File: config.mk
export PLATFORM = sky130hd
export DESIGN_NAME = unordered_set_operation_engine_top
export DESIGN_NICKNAME = d
export VERILOG_FILES = /design/src/uso_pkg.sv /design/src/uso_ram.sv /design/src/uso_datapath.sv /design/src/uso_ctrl.sv /design/src/unordered_set_operation_engine_top.sv
export SDC_FILE = /design/constraint.sdc
export NUM_CORES = 2
export LEC_CHECK = 0
export BUFFER_PORTS_ARGS = -buffer_cell sky130_fd_sc_hd__clkbuf_2
export CORE_UTILIZATION = 40
export CTS_BUF_LIST = sky130_fd_sc_hd__clkbuf_8
export CTS_CLUSTER_SIZE = 40
export DETAILED_ROUTE_END_ITERATION = 8
export HOLD_SLACK_MARGIN = 0.02
export RECOVER_POWER = 50
export SLEW_MARGIN = 10
export SYNTH_ARGS = -nofsm -noshare
export SYNTH_HDL_FRONTEND = slang
export SYNTH_SLANG_ARGS = --single-unit
File: constraint.sdc
create_clock -name clock -period 8.37 [get_ports clock]
set_clock_uncertainty 0.15 [all_clocks]
set_input_delay 1.674 -clock clock [delete_from_list [all_inputs] [get_ports clock]]
set_output_delay 1.674 -clock clock [all_outputs]
set_load 0.005 [all_outputs]
File: src/uso_pkg.sv
// ----------------------------------------------------------------------------
// uso_pkg
// Shared types and codes for the unordered set operation engine.
// ----------------------------------------------------------------------------
package uso_pkg;

   // transaction modes
   localparam logic [2:0] MODE_INS1 = 3'd0;
   localparam logic [2:0] MODE_INS2 = 3'd1;
   localparam logic [2:0] MODE_DEL1 = 3'd2;
   localparam logic [2:0] MODE_DEL2 = 3'd3;
   localparam logic [2:0] MODE_QRY1 = 3'd4;
   localparam logic [2:0] MODE_QRY2 = 3'd5;
   localparam logic [2:0] MODE_RUN  = 3'd6;
   localparam logic [2:0] MODE_CLR  = 3'd7;

   // set operations
   localparam logic [2:0] OP_UNION = 3'd0;
   localparam logic [2:0] OP_INTER = 3'd1;
   localparam logic [2:0] OP_AMB   = 3'd2;
   localparam logic [2:0] OP_BMA   = 3'd3;
   localparam logic [2:0] OP_SYM   = 3'd4;
   localparam logic [2:0] OP_EQ    = 3'd5;

   // result status
   localparam logic [1:0] ST_DONE  = 2'd0;
   localparam logic [1:0] ST_FULL  = 2'd1;
   localparam logic [1:0] ST_ELEM  = 2'd2;
   localparam logic [1:0] ST_EMPTY = 2'd3;

   localparam int MAX_OUT = 32;

   // commands from controller to datapath
   typedef struct packed {
      logic       ld_req;     // capture transaction fields
      logic       scan_clr;   // restart search index
      logic       scan_sel;   // 0: scan set one, 1: set two
      logic       probe_sel;  // 0: probe from input value, 1: from outer element
      logic       scan_step;  // advance search index
      logic       outer_clr;  // restart outer index
      logic       outer_sel;  // set the outer index walks
      logic       outer_rd;   // issue read of outer entry
      logic       outer_step; // advance outer index
      logic       wr_append;  // write value at count of set
      logic       wr_move;    // write moved last entry at found slot
      logic       rd_last;    // read last entry of set
      logic       cnt_inc;
      logic       cnt_dec;
      logic       cnt_clr;
      logic       emit_cnt_clr;
      logic       emit_cnt_inc;
   } cmd_type;

   // status from datapath to controller
   typedef struct packed {
      logic       scan_done;  // search index reached count
      logic       scan_hit;   // current entry equals probe
      logic       outer_done; // outer index reached count
      logic       full;       // set selected by request is full
      logic       emit_full;  // emission limit reached
      logic       cnt_eq;     // counts of both sets equal
   } sts_type;

endpackage

File: src/uso_ram.sv
// ----------------------------------------------------------------------------
// uso_ram
// Generic single-write, single-read RAM with registered read data.
// ----------------------------------------------------------------------------
module uso_ram #(
   parameter int WIDTH = 32,
   parameter int DEPTH = 16
) (
   input  logic                     clock,
   input  logic                     wr_en,
   input  logic [$clog2(DEPTH)-1:0] wr_addr,
   input  logic [WIDTH-1:0]         wr_data,
   input  logic [$clog2(DEPTH)-1:0] rd_addr,
   output logic [WIDTH-1:0]         rd_data
);

   logic [WIDTH-1:0] mem_ff [DEPTH];

   always_ff @(posedge clock) begin
      if (wr_en) begin
         mem_ff[wr_addr] <= wr_data;
      end
      rd_data <= mem_ff[rd_addr];
   end

endmodule

File: src/uso_datapath.sv
// ----------------------------------------------------------------------------
// uso_datapath
// Set stores, counts, indexes and the probe compare.
// ----------------------------------------------------------------------------
module uso_datapath #(
   parameter int SET_DEPTH = 16
) (
   input  logic                clock,
   input  logic                reset,
   input  uso_pkg::cmd_type    cmd,
   output uso_pkg::sts_type    sts,
   input  logic [2:0]          req_mode,
   input  logic signed [31:0]  req_value,
   input  logic [2:0]          req_operation,
   output logic [2:0]          mode_q,
   output logic [2:0]          op_q,
   output logic [5:0]          scan_pos,
   output logic [5:0]          set_cnt,
   output logic signed [31:0]  outer_elem
);

   localparam int AW = (SET_DEPTH > 1) ? $clog2(SET_DEPTH) : 1;
   localparam int RD = 1 << AW;

   logic [2:0]  mode_ff;
   logic [31:0] value_ff;
   logic [2:0]  op_ff;
   logic [5:0]  cnt1_ff, cnt2_ff;
   logic [5:0]  idx_ff, oidx_ff;
   logic [5:0]  emit_ff;
   logic [31:0] outer_ff;
   logic        set_sel;

   logic        wr1, wr2;
   logic [AW-1:0] wa, ra1, ra2;
   logic [31:0] wd, rd1, rd2;

   // captured transaction
   always_ff @(posedge clock) begin
      if (cmd.ld_req) begin
         mode_ff  <= req_mode;
         value_ff <= req_value;
         op_ff    <= req_operation;
      end
   end
   assign mode_q  = mode_ff;
   assign op_q    = op_ff;
   assign set_sel = mode_ff[0];

   // indexes; the read address follows the index being stepped
   always_ff @(posedge clock) begin
      if (cmd.scan_clr)       idx_ff <= '0;
      else if (cmd.scan_step) idx_ff <= idx_ff + 6'd1;
      if (cmd.outer_clr)       oidx_ff <= '0;
      else if (cmd.outer_step) oidx_ff <= oidx_ff + 6'd1;
      if (cmd.emit_cnt_clr)      emit_ff <= '0;
      else if (cmd.emit_cnt_inc) emit_ff <= emit_ff + 6'd1;
   end

   // counts
   always_ff @(posedge clock) begin
      if (reset || cmd.cnt_clr) begin
         cnt1_ff <= '0;
         cnt2_ff <= '0;
      end else if (cmd.cnt_inc) begin
         if (set_sel) cnt2_ff <= cnt2_ff + 6'd1;
         else         cnt1_ff <= cnt1_ff + 6'd1;
      end else if (cmd.cnt_dec) begin
         if (set_sel) cnt2_ff <= cnt2_ff - 6'd1;
         else         cnt1_ff <= cnt1_ff - 6'd1;
      end
   end

   // read address: last entry, outer walk or scan
   logic [5:0] last_idx, rd_idx;
   assign last_idx = (set_sel ? cnt2_ff : cnt1_ff) - 6'd1;
   always_comb begin
      if (cmd.rd_last)       rd_idx = last_idx;
      else if (cmd.outer_rd) rd_idx = oidx_ff;
      else                   rd_idx = idx_ff;
   end
   assign ra1 = rd_idx[AW-1:0];
   assign ra2 = rd_idx[AW-1:0];

   // writes
   always_comb begin
      wa  = cmd.wr_move ? idx_ff[AW-1:0] : set_cnt[AW-1:0];
      wd  = cmd.wr_move ? (set_sel ? rd2 : rd1) : value_ff;
      wr1 = (cmd.wr_append || cmd.wr_move) && !set_sel;
      wr2 = (cmd.wr_append || cmd.wr_move) && set_sel;
   end

   uso_ram #(.WIDTH(32), .DEPTH(RD)) u_ram1 (
      .clock(clock), .wr_en(wr1), .wr_addr(wa), .wr_data(wd),
      .rd_addr(ra1), .rd_data(rd1));
   uso_ram #(.WIDTH(32), .DEPTH(RD)) u_ram2 (
      .clock(clock), .wr_en(wr2), .wr_addr(wa), .wr_data(wd),
      .rd_addr(ra2), .rd_data(rd2));

   // outer element latch (read data arrives in the cycle after outer_rd)
   logic outer_rd_d_ff;
   always_ff @(posedge clock) begin
      outer_rd_d_ff <= cmd.outer_rd;
      if (outer_rd_d_ff) outer_ff <= cmd.outer_sel ? rd2 : rd1;
   end
   assign outer_elem = outer_ff;

   // compare of scanned entry with probe
   logic [31:0] probe, scan_data;
   logic [5:0]  scan_cnt;
   assign probe     = cmd.probe_sel ? outer_ff : value_ff;
   assign scan_data = cmd.scan_sel ? rd2 : rd1;
   assign scan_cnt  = cmd.scan_sel ? cnt2_ff : cnt1_ff;
   assign set_cnt   = set_sel ? cnt2_ff : cnt1_ff;
   assign scan_pos  = idx_ff;

   always_comb begin
      sts.scan_done  = (idx_ff >= scan_cnt);
      sts.scan_hit   = (scan_data == probe);
      sts.outer_done = (oidx_ff >= (cmd.outer_sel ? cnt2_ff : cnt1_ff));
      sts.full       = (set_cnt >= 6'(SET_DEPTH));
      sts.emit_full  = (emit_ff >= 6'(uso_pkg::MAX_OUT));
      sts.cnt_eq     = (cnt1_ff == cnt2_ff);
   end

endmodule

File: src/uso_ctrl.sv
// ----------------------------------------------------------------------------
// uso_ctrl
// Sequencer for insert, delete, query, clear and set operation runs.
// ----------------------------------------------------------------------------
module uso_ctrl (
   input  logic               clock,
   input  logic               reset,
   input  logic               req_valid,
   output logic               req_ready,
   output logic               rsp_valid,
   input  logic               rsp_ready,
   output uso_pkg::cmd_type   cmd,
   input  uso_pkg::sts_type   sts,
   input  logic [2:0]         mode_q,
   input  logic [2:0]         op_q,
   input  logic [5:0]         scan_pos,
   input  logic [5:0]         set_cnt,
   input  logic signed [31:0] outer_elem,
   output logic signed [31:0] rsp_element,
   output logic [5:0]         rsp_position,
   output logic               rsp_flag,
   output logic [1:0]         rsp_status,
   output logic               rsp_last
);

   typedef enum logic [10:0] {
      S_IDLE   = 11'b00000000001,
      S_DISP   = 11'b00000000010,
      S_SRD    = 11'b00000000100, // single scan: address presented
      S_SCMP   = 11'b00000001000, // single scan: compare
      S_MVRD   = 11'b00000010000, // delete: read last entry
      S_MVWR   = 11'b00000100000, // delete: write moved entry
      S_ORD    = 11'b00001000000, // outer: read element
      S_OWAIT  = 11'b00010000000, // outer: data arriving
      S_ISRD   = 11'b00100000000, // inner scan: address presented
      S_ICMP   = 11'b01000000000, // inner scan: compare
      S_RESP   = 11'b10000000000
   } state_type;

   state_type state_ff, state_in;

   // run phase: phase 0 is the first pass, phase 1 the second
   logic phase_ff, phase_in;
   logic pend_ff, pend_in;      // an element waits to be emitted
   logic [31:0] pend_elem_ff, pend_elem_in;
   logic eq_ff, eq_in;
   logic [31:0] elem_ff, elem_in;
   logic [5:0]  pos_ff, pos_in;
   logic flag_ff, flag_in;
   logic [1:0] stat_ff, stat_in;
   logic last_ff, last_in;
   logic any_ff, any_in;        // any element emitted in this run
   logic after_ff, after_in;    // return to outer walk after response

   // pass description for a run: outer set, inner set, want-in
   logic outer_set, inner_set, want_in, second_pass;
   always_comb begin
      outer_set   = 1'b0;
      inner_set   = 1'b1;
      want_in     = 1'b0;
      second_pass = 1'b0;
      case (op_q)
         uso_pkg::OP_UNION: begin
            // both passes search set one: all of set one, then the rest of two
            outer_set = phase_ff; inner_set = 1'b0; want_in = !phase_ff;
            second_pass = 1'b1;
         end
         uso_pkg::OP_INTER: begin
            outer_set = 1'b1; inner_set = 1'b0; want_in = 1'b1;
         end
         uso_pkg::OP_AMB:   begin outer_set = 1'b0; inner_set = 1'b1; end
         uso_pkg::OP_BMA:   begin outer_set = 1'b1; inner_set = 1'b0; end
         uso_pkg::OP_SYM:   begin
            outer_set = phase_ff; inner_set = !phase_ff; second_pass = 1'b1;
         end
         uso_pkg::OP_EQ:    begin outer_set = 1'b0; inner_set = 1'b1; want_in = 1'b1; end
         default: ;
      endcase
   end

   logic is_run;
   assign is_run = (mode_q == uso_pkg::MODE_RUN);

   always_comb begin
      state_in     = state_ff;
      phase_in     = phase_ff;
      pend_in      = pend_ff;
      pend_elem_in = pend_elem_ff;
      eq_in        = eq_ff;
      elem_in      = elem_ff;
      pos_in       = pos_ff;
      flag_in      = flag_ff;
      stat_in      = stat_ff;
      last_in      = last_ff;
      any_in       = any_ff;
      after_in     = after_ff;
      cmd          = '0;
      cmd.outer_sel = outer_set;
      cmd.scan_sel  = is_run ? inner_set : mode_q[0];
      cmd.probe_sel = is_run;
      req_ready    = 1'b0;
      unique case (state_ff)
         S_IDLE: begin
            req_ready = 1'b1;
            if (req_valid) begin
               cmd.ld_req = 1'b1;
               state_in   = S_DISP;
            end
         end
         S_DISP: begin
            cmd.scan_clr     = 1'b1;
            cmd.outer_clr    = 1'b1;
            cmd.emit_cnt_clr = 1'b1;
            phase_in = 1'b0;
            pend_in  = 1'b0;
            any_in   = 1'b0;
            eq_in    = 1'b1;
            elem_in  = '0;
            pos_in   = '0;
            flag_in  = 1'b0;
            stat_in  = uso_pkg::ST_DONE;
            last_in  = 1'b1;
            after_in = 1'b0;
            if (mode_q == uso_pkg::MODE_CLR) begin
               cmd.cnt_clr = 1'b1;
               state_in    = S_RESP;
            end else if (is_run) begin
               if (op_q > uso_pkg::OP_EQ) begin
                  stat_in  = uso_pkg::ST_EMPTY;
                  state_in = S_RESP;
               end else if (op_q == uso_pkg::OP_EQ && !sts.cnt_eq) begin
                  eq_in    = 1'b0;
                  state_in = S_RESP;
               end else begin
                  state_in = S_ORD;
               end
            end else begin
               state_in = S_SRD;
            end
         end
         // linear search of the addressed set for the request value
         S_SRD: begin
            if (sts.scan_done) begin
               // absent
               pos_in = set_cnt;
               if (mode_q == uso_pkg::MODE_INS1 || mode_q == uso_pkg::MODE_INS2) begin
                  if (sts.full) begin
                     stat_in = uso_pkg::ST_FULL;
                  end else begin
                     cmd.wr_append = 1'b1;
                     cmd.cnt_inc   = 1'b1;
                     flag_in       = 1'b1;
                  end
               end
               state_in = S_RESP;
            end else begin
               state_in = S_SCMP;
            end
         end
         S_SCMP: begin
            if (sts.scan_hit) begin
               pos_in = scan_pos;
               if (mode_q == uso_pkg::MODE_DEL1 || mode_q == uso_pkg::MODE_DEL2) begin
                  flag_in  = 1'b1;
                  state_in = S_MVRD;
               end else begin
                  flag_in  = (mode_q == uso_pkg::MODE_QRY1 ||
                              mode_q == uso_pkg::MODE_QRY2);
                  state_in = S_RESP;
               end
            end else begin
               cmd.scan_step = 1'b1;
               state_in      = S_SRD;
            end
         end
         S_MVRD: begin
            cmd.rd_last = 1'b1;
            state_in    = S_MVWR;
         end
         S_MVWR: begin
            cmd.wr_move = 1'b1;
            cmd.cnt_dec = 1'b1;
            state_in    = S_RESP;
         end
         // outer walk over the emitting set
         S_ORD: begin
            if (sts.outer_done || (sts.emit_full && op_q != uso_pkg::OP_EQ)) begin
               if (second_pass && !phase_ff && !sts.emit_full) begin
                  phase_in      = 1'b1;
                  cmd.outer_clr = 1'b1;
               end else if (pend_ff) begin
                  // flush the held element as the final one
                  elem_in  = pend_elem_ff;
                  stat_in  = uso_pkg::ST_ELEM;
                  last_in  = 1'b1;
                  pend_in  = 1'b0;
                  after_in = 1'b0;
                  state_in = S_RESP;
               end else begin
                  if (op_q == uso_pkg::OP_EQ) begin
                     stat_in = uso_pkg::ST_DONE;
                  end else if (!any_ff) begin
                     stat_in = uso_pkg::ST_EMPTY;
                  end
                  last_in  = 1'b1;
                  state_in = S_RESP;
               end
            end else begin
               cmd.outer_rd = 1'b1;
               state_in     = S_OWAIT;
            end
         end
         S_OWAIT: begin
            cmd.scan_clr = 1'b1;
            state_in     = S_ISRD;
         end
         S_ISRD: begin
            if (sts.scan_done) begin
               // not a member of the inner set
               cmd.outer_step = 1'b1;
               if (op_q == uso_pkg::OP_EQ) begin
                  eq_in    = 1'b0;
                  state_in = S_RESP;
               end else if (!want_in) begin
                  state_in = S_ORD;
                  if (pend_ff) begin
                     elem_in  = pend_elem_ff;
                     stat_in  = uso_pkg::ST_ELEM;
                     last_in  = 1'b0;
                     after_in = 1'b1;
                     state_in = S_RESP;
                  end
                  pend_in          = 1'b1;
                  pend_elem_in     = outer_elem;
                  any_in           = 1'b1;
                  cmd.emit_cnt_inc = 1'b1;
               end else begin
                  state_in = S_ORD;
               end
            end else begin
               state_in = S_ICMP;
            end
         end
         S_ICMP: begin
            if (sts.scan_hit) begin
               cmd.outer_step = 1'b1;
               state_in       = S_ORD;
               if (want_in && op_q != uso_pkg::OP_EQ) begin
                  if (pend_ff) begin
                     elem_in  = pend_elem_ff;
                     stat_in  = uso_pkg::ST_ELEM;
                     last_in  = 1'b0;
                     after_in = 1'b1;
                     state_in = S_RESP;
                  end
                  pend_in          = 1'b1;
                  pend_elem_in     = outer_elem;
                  any_in           = 1'b1;
                  cmd.emit_cnt_inc = 1'b1;
               end
            end else begin
               cmd.scan_step = 1'b1;
               state_in      = S_ISRD;
            end
         end
         S_RESP: begin
            if (rsp_ready) begin
               state_in = after_ff ? S_ORD : S_IDLE;
               after_in = 1'b0;
               if (!after_ff && is_run && op_q == uso_pkg::OP_EQ) begin
                  state_in = S_IDLE;
               end
            end
         end
         default: state_in = S_IDLE;
      endcase
   end

   always_ff @(posedge clock) begin
      if (reset) begin
         state_ff <= S_IDLE;
         pend_ff  <= 1'b0;
         after_ff <= 1'b0;
      end else begin
         state_ff <= state_in;
         pend_ff  <= pend_in;
         after_ff <= after_in;
      end
      phase_ff     <= phase_in;
      pend_elem_ff <= pend_elem_in;
      eq_ff        <= eq_in;
      elem_ff      <= elem_in;
      pos_ff       <= pos_in;
      flag_ff      <= flag_in;
      stat_ff      <= stat_in;
      last_ff      <= last_in;
      any_ff       <= any_in;
   end

   // result register
   assign rsp_valid    = (state_ff == S_RESP);
   assign rsp_element  = (stat_ff == uso_pkg::ST_ELEM) ? elem_ff : '0;
   assign rsp_position = pos_ff;
   assign rsp_flag     = (is_run && op_q == uso_pkg::OP_EQ) ? eq_ff : flag_ff;
   assign rsp_status   = stat_ff;
   assign rsp_last     = last_ff;

endmodule

File: src/unordered_set_operation_engine_top.sv
// ----------------------------------------------------------------------------
// unordered_set_operation_engine_top
// Two unordered sets of signed 32-bit values with insert, delete, query,
// clear and set operation runs.
// ----------------------------------------------------------------------------
// One transaction is handled at a time. Insert, delete and query search the
// addressed set linearly. A run walks the emitting set and, for each entry,
// searches a set for it (union searches set one in both passes), one store
// read port per set, and each emitted element takes its own response
// handshake. The stores need no clearing after reset; only entries below
// each count are read.
module unordered_set_operation_engine_top #(
   parameter int SET_DEPTH = 16
) (
   input  logic               clock,
   input  logic               reset,
   input  logic               req_valid,
   output logic               req_ready,
   input  logic [2:0]         req_mode,
   input  logic signed [31:0] req_value,
   input  logic [2:0]         req_operation,
   output logic               rsp_valid,
   input  logic               rsp_ready,
   output logic signed [31:0] rsp_element,
   output logic [5:0]         rsp_position,
   output logic               rsp_flag,
   output logic [1:0]         rsp_status,
   output logic               rsp_last
);

   uso_pkg::cmd_type cmd;
   uso_pkg::sts_type sts;
   logic [2:0]  mode_q, op_q;
   logic [5:0]  scan_pos, set_cnt;
   logic signed [31:0] outer_elem;

   uso_datapath #(.SET_DEPTH(SET_DEPTH)) u_dp (
      .clock(clock), .reset(reset), .cmd(cmd), .sts(sts),
      .req_mode(req_mode), .req_value(req_value), .req_operation(req_operation),
      .mode_q(mode_q), .op_q(op_q), .scan_pos(scan_pos), .set_cnt(set_cnt),
      .outer_elem(outer_elem));

   uso_ctrl u_ctrl (
      .clock(clock), .reset(reset),
      .req_valid(req_valid), .req_ready(req_ready),
      .rsp_valid(rsp_valid), .rsp_ready(rsp_ready),
      .cmd(cmd), .sts(sts), .mode_q(mode_q), .op_q(op_q),
      .scan_pos(scan_pos), .set_cnt(set_cnt), .outer_elem(outer_elem),
      .rsp_element(rsp_element), .rsp_position(rsp_position),
      .rsp_flag(rsp_flag), .rsp_status(rsp_status), .rsp_last(rsp_last));

   // no new transaction while a result is pending
   a_excl: assert property (@(posedge clock) disable iff (reset)
      !(req_ready && rsp_valid)) else $error("accept during result");

   // emitted element status never carries a flag
   a_elem: assert property (@(posedge clock) disable iff (reset)
      rsp_valid && rsp_status == uso_pkg::ST_ELEM |-> !rsp_flag)
      else $error("flag on element");

   // refused insert reports the full count
   a_full: assert property (@(posedge clock) disable iff (reset)
      rsp_valid && rsp_status == uso_pkg::ST_FULL |-> rsp_position == 6'(SET_DEPTH))
      else $error("full position");

endmodule

==> flow_summary.json <==
{
  "yosys_warnings": 0,
  "cp-end-kind": "flop",
  "maxSlewViolCount": 571,
  "setup_total_negative_slack_ps": 0,
  "clk_pin_slew_ps": 70,
  "p_leak_nw": 21.1,
  "place_hpwl_um": 84200,
  "async_flop_share_pct": 0,
  "hold_start": "u_dp.outer_elem[11]",
  "grt_max_degree": 154,
  "setup_viol": 0,
  "synth_seq_cells": 1279,
  "synth_cells": 3356,
  "rsz0062_at_grt": "false",
  "clock_latency_ps": 900,
  "yosysMostFrequentCell": "edfxtp_1",
  "violations": "max-capacitance violations, max-slew violations",
  "cts_resized": 0,
  "worstReg2RegStart": "u_ctrl.state_ff[8]",
  "cts_tree": "done",
  "seq_area_frac_synth_pct": 70.9,
  "synth_area_um2": 52600,
  "synth_ff_type": "edfxtp_1",
  "die_w_um": 365,
  "rows": 132,
  "clockBufferDepth": 3,
  "ant_nets": 0,
  "period_share_pct": 83.0,
  "netlist.area_leader.share_pct": 66.8,
  "drv_cap": 19,
  "p_per_area_nw_per_um2": 218,
  "ir_drop_uv": 170,
  "cts_buffers": 197,
  "htreeDepth": 4,
  "critPathLaunchType": "flop",
  "grt_pass1_wl_um": 200000,
  "syn_to_final_growth_pct": 12.6,
  "slew_headroom_pct": -123,
  "nNetsFinal": 3618,
  "finalHoldViolations": 0,
  "fp.dieArea_um2": 133000,
  "worstPathRequired_ps": 8420,
  "io_buffer_count": 85,
  "avgViaCountPerCell": 5.47,
  "routabilityCongestion": 0.880,
  "fp.coreArea_um2": 130000,
  "synthTopCellsByArea": "edfxtp_1 (67%), mux2i_1 (7.7%), mux2_2 (5.2%), dfxtp_1 (4.1%), o211ai_1 (3.7%)",
  "num_vias": 29878,
  "io_pins": 86,
  "drtPass1Iterations": 5,
  "fin_area_um2": 59300,
  "fp.dieH_um": 365,
  "synth_edf_count": 1171,
  "wire_per_inst_um": 25.5,
  "drt_iter0_drc": 2827,
  "start_util_pct": 40.5,
  "drc_errors": 0,
  "ys_types": 76,
  "syn_avg_cell_area_um2": 15.7,
  "cts_root_buffer": "clkbuf_8",
  "grt_pass1_vias": 28970,
  "synth_top_area_cell": "edfxtp_1",
  "period_needed_ps": 6950,
  "syn_nets": 3428,
  "hold_path_class": "flop to flop",
  "hold_buffers": 0,
  "antenna_found_initial": 5,
  "crit_type": "flop to flop",
  "cp_max_fo": 37,
  "total_power_mw": 12.9,
  "hold_ws_ps": 308,
  "tightest_slew_ps": 3300,
  "overflow": 0,
  "drive_gt1_share_pct": 19.0,
  "cts_sinks": 1279,
  "placedInstanceArea_um2": 55600,
  "post_cts_buffers": 0,
  "final_util_pct": 45.6,
  "crit_arrival_ps": 7000,
  "fmax_ghz": 0.144,
  "wirelength_um": 139000,
  "outcome": "complete, but fails checks",
  "startpoint": "u_ctrl.state_ff[8]",
  "grt.total_usage_pct": 20.9,
  "synthTopCellsByCount": "edfxtp_1 (1171), mux2i_1 (407), nand2_1 (331)"
}
[cell usage in the layout (no fill, tap or decap), types with 9 or more instances in the layout]
cell type	instances
edfxtp_1	1171
mux2i_1	407
nand2_1	331
o211ai_1	256
mux2_2	241
clkbuf_8	219
inv_1	111
dfxtp_1	106
nor2_1	79
nand4_1	77
clkbuf_2	67
buf_4	58
mux2_1	52
xnor2_1	49
o21ai_0	46
clkbuf_1	44
nor2_4	34
and2_1	33
ha_1	28
clkinv_1	28
a21oi_1	25
clkinv_2	20
nand3_1	19
nand2b_1	14
nor3_1	13
buf_12	12
or3_1	9
[critical path, cell delays in order (launching register included)]
cell,delay (ps)
dfxtp_1,420
nor3_1,360
nand4_1,250
or4b_2,730
clkbuf_1,1240
o21ai_0,3040
[per-stage QoR]
| stage | setup WS, ps | cells |
|---|---|---|
| CTS | 2200 | 5460 |
| detailed placement | 2200 | 5088 |
| global placement | 2310 | 5086 |
| finish | 1420 | 5464 |
| global route | 1080 | 5462 |
| floorplan | 2420 | 3356 |
[report_power, final]
| group | switching (mW) | total [mW] | internal, mW |
|---|---|---|---|
| logic | 0.527 | 0.740 | 0.213 |
| clock network | 2.47 | 4.93 | 2.46 |
| registers | 0.0822 | 7.26 | 7.18 |
[routing by layer]
layer	track usage, %	wire length (µm)
met5	0	0
met4	6.02	2840
met3	5.22	11400
met2	31.4	62200
met1	29.8	62900
[cell families after synthesis]
kind of cell / synth area share [%]
xor+xnor: 0.932
simple gates: 5.90
mux: 14.0
flops: 70.9
buf+inv: 1.84
fa+ha+maj: 0.742
compound gates: 5.62
[flip-flops by register name, indices dropped and copies added (netlist names), 2 cells and up]
register	flops
u_ctrl.elem_ff	32
u_ctrl.pend_elem_ff	32
u_ctrl.rsp_position	6
u_ctrl.rsp_status	2
u_ctrl.state_ff	11
u_dp.cnt1_ff	6
u_dp.cnt2_ff	6
u_dp.emit_ff	6
u_dp.mode_q	3
u_dp.oidx_ff	6
u_dp.op_q	3
u_dp.outer_elem	32
u_dp.scan_pos	6
u_dp.u_ram1.mem_ff	512
u_dp.u_ram1.rd_data	32
u_dp.u_ram2.mem_ff	512
u_dp.u_ram2.rd_data	32
u_dp.value_ff	32
[area by class of cell]
class | count | area, µm²
Fill cell | 11389 | 70700
Inverter | 24 | 90.1
Timing Repair Buffer | 181 | 1180
Multi-Input combinational cell | 1863 | 14700
Sequential cell | 1279 | 37300
Tap cell | 1742 | 2180
Clock buffer | 219 | 3010
Clock inverter | 153 | 748
Antenna cell | 3 | 7.51
[worst paths after layout]
kind	cells after the start	slack [ps]	end
worst max-delay path	5	1420	u_dp.u_ram2.mem_ff[14][10]
worst min-delay path	0	310	u_ctrl.pend_elem_ff[11]
worst max register to register	5	1420	u_dp.u_ram2.mem_ff[14][10]
worst min register to register	0	310	u_ctrl.pend_elem_ff[11]
No activity file was read; power rests on OpenSTA's default activity.
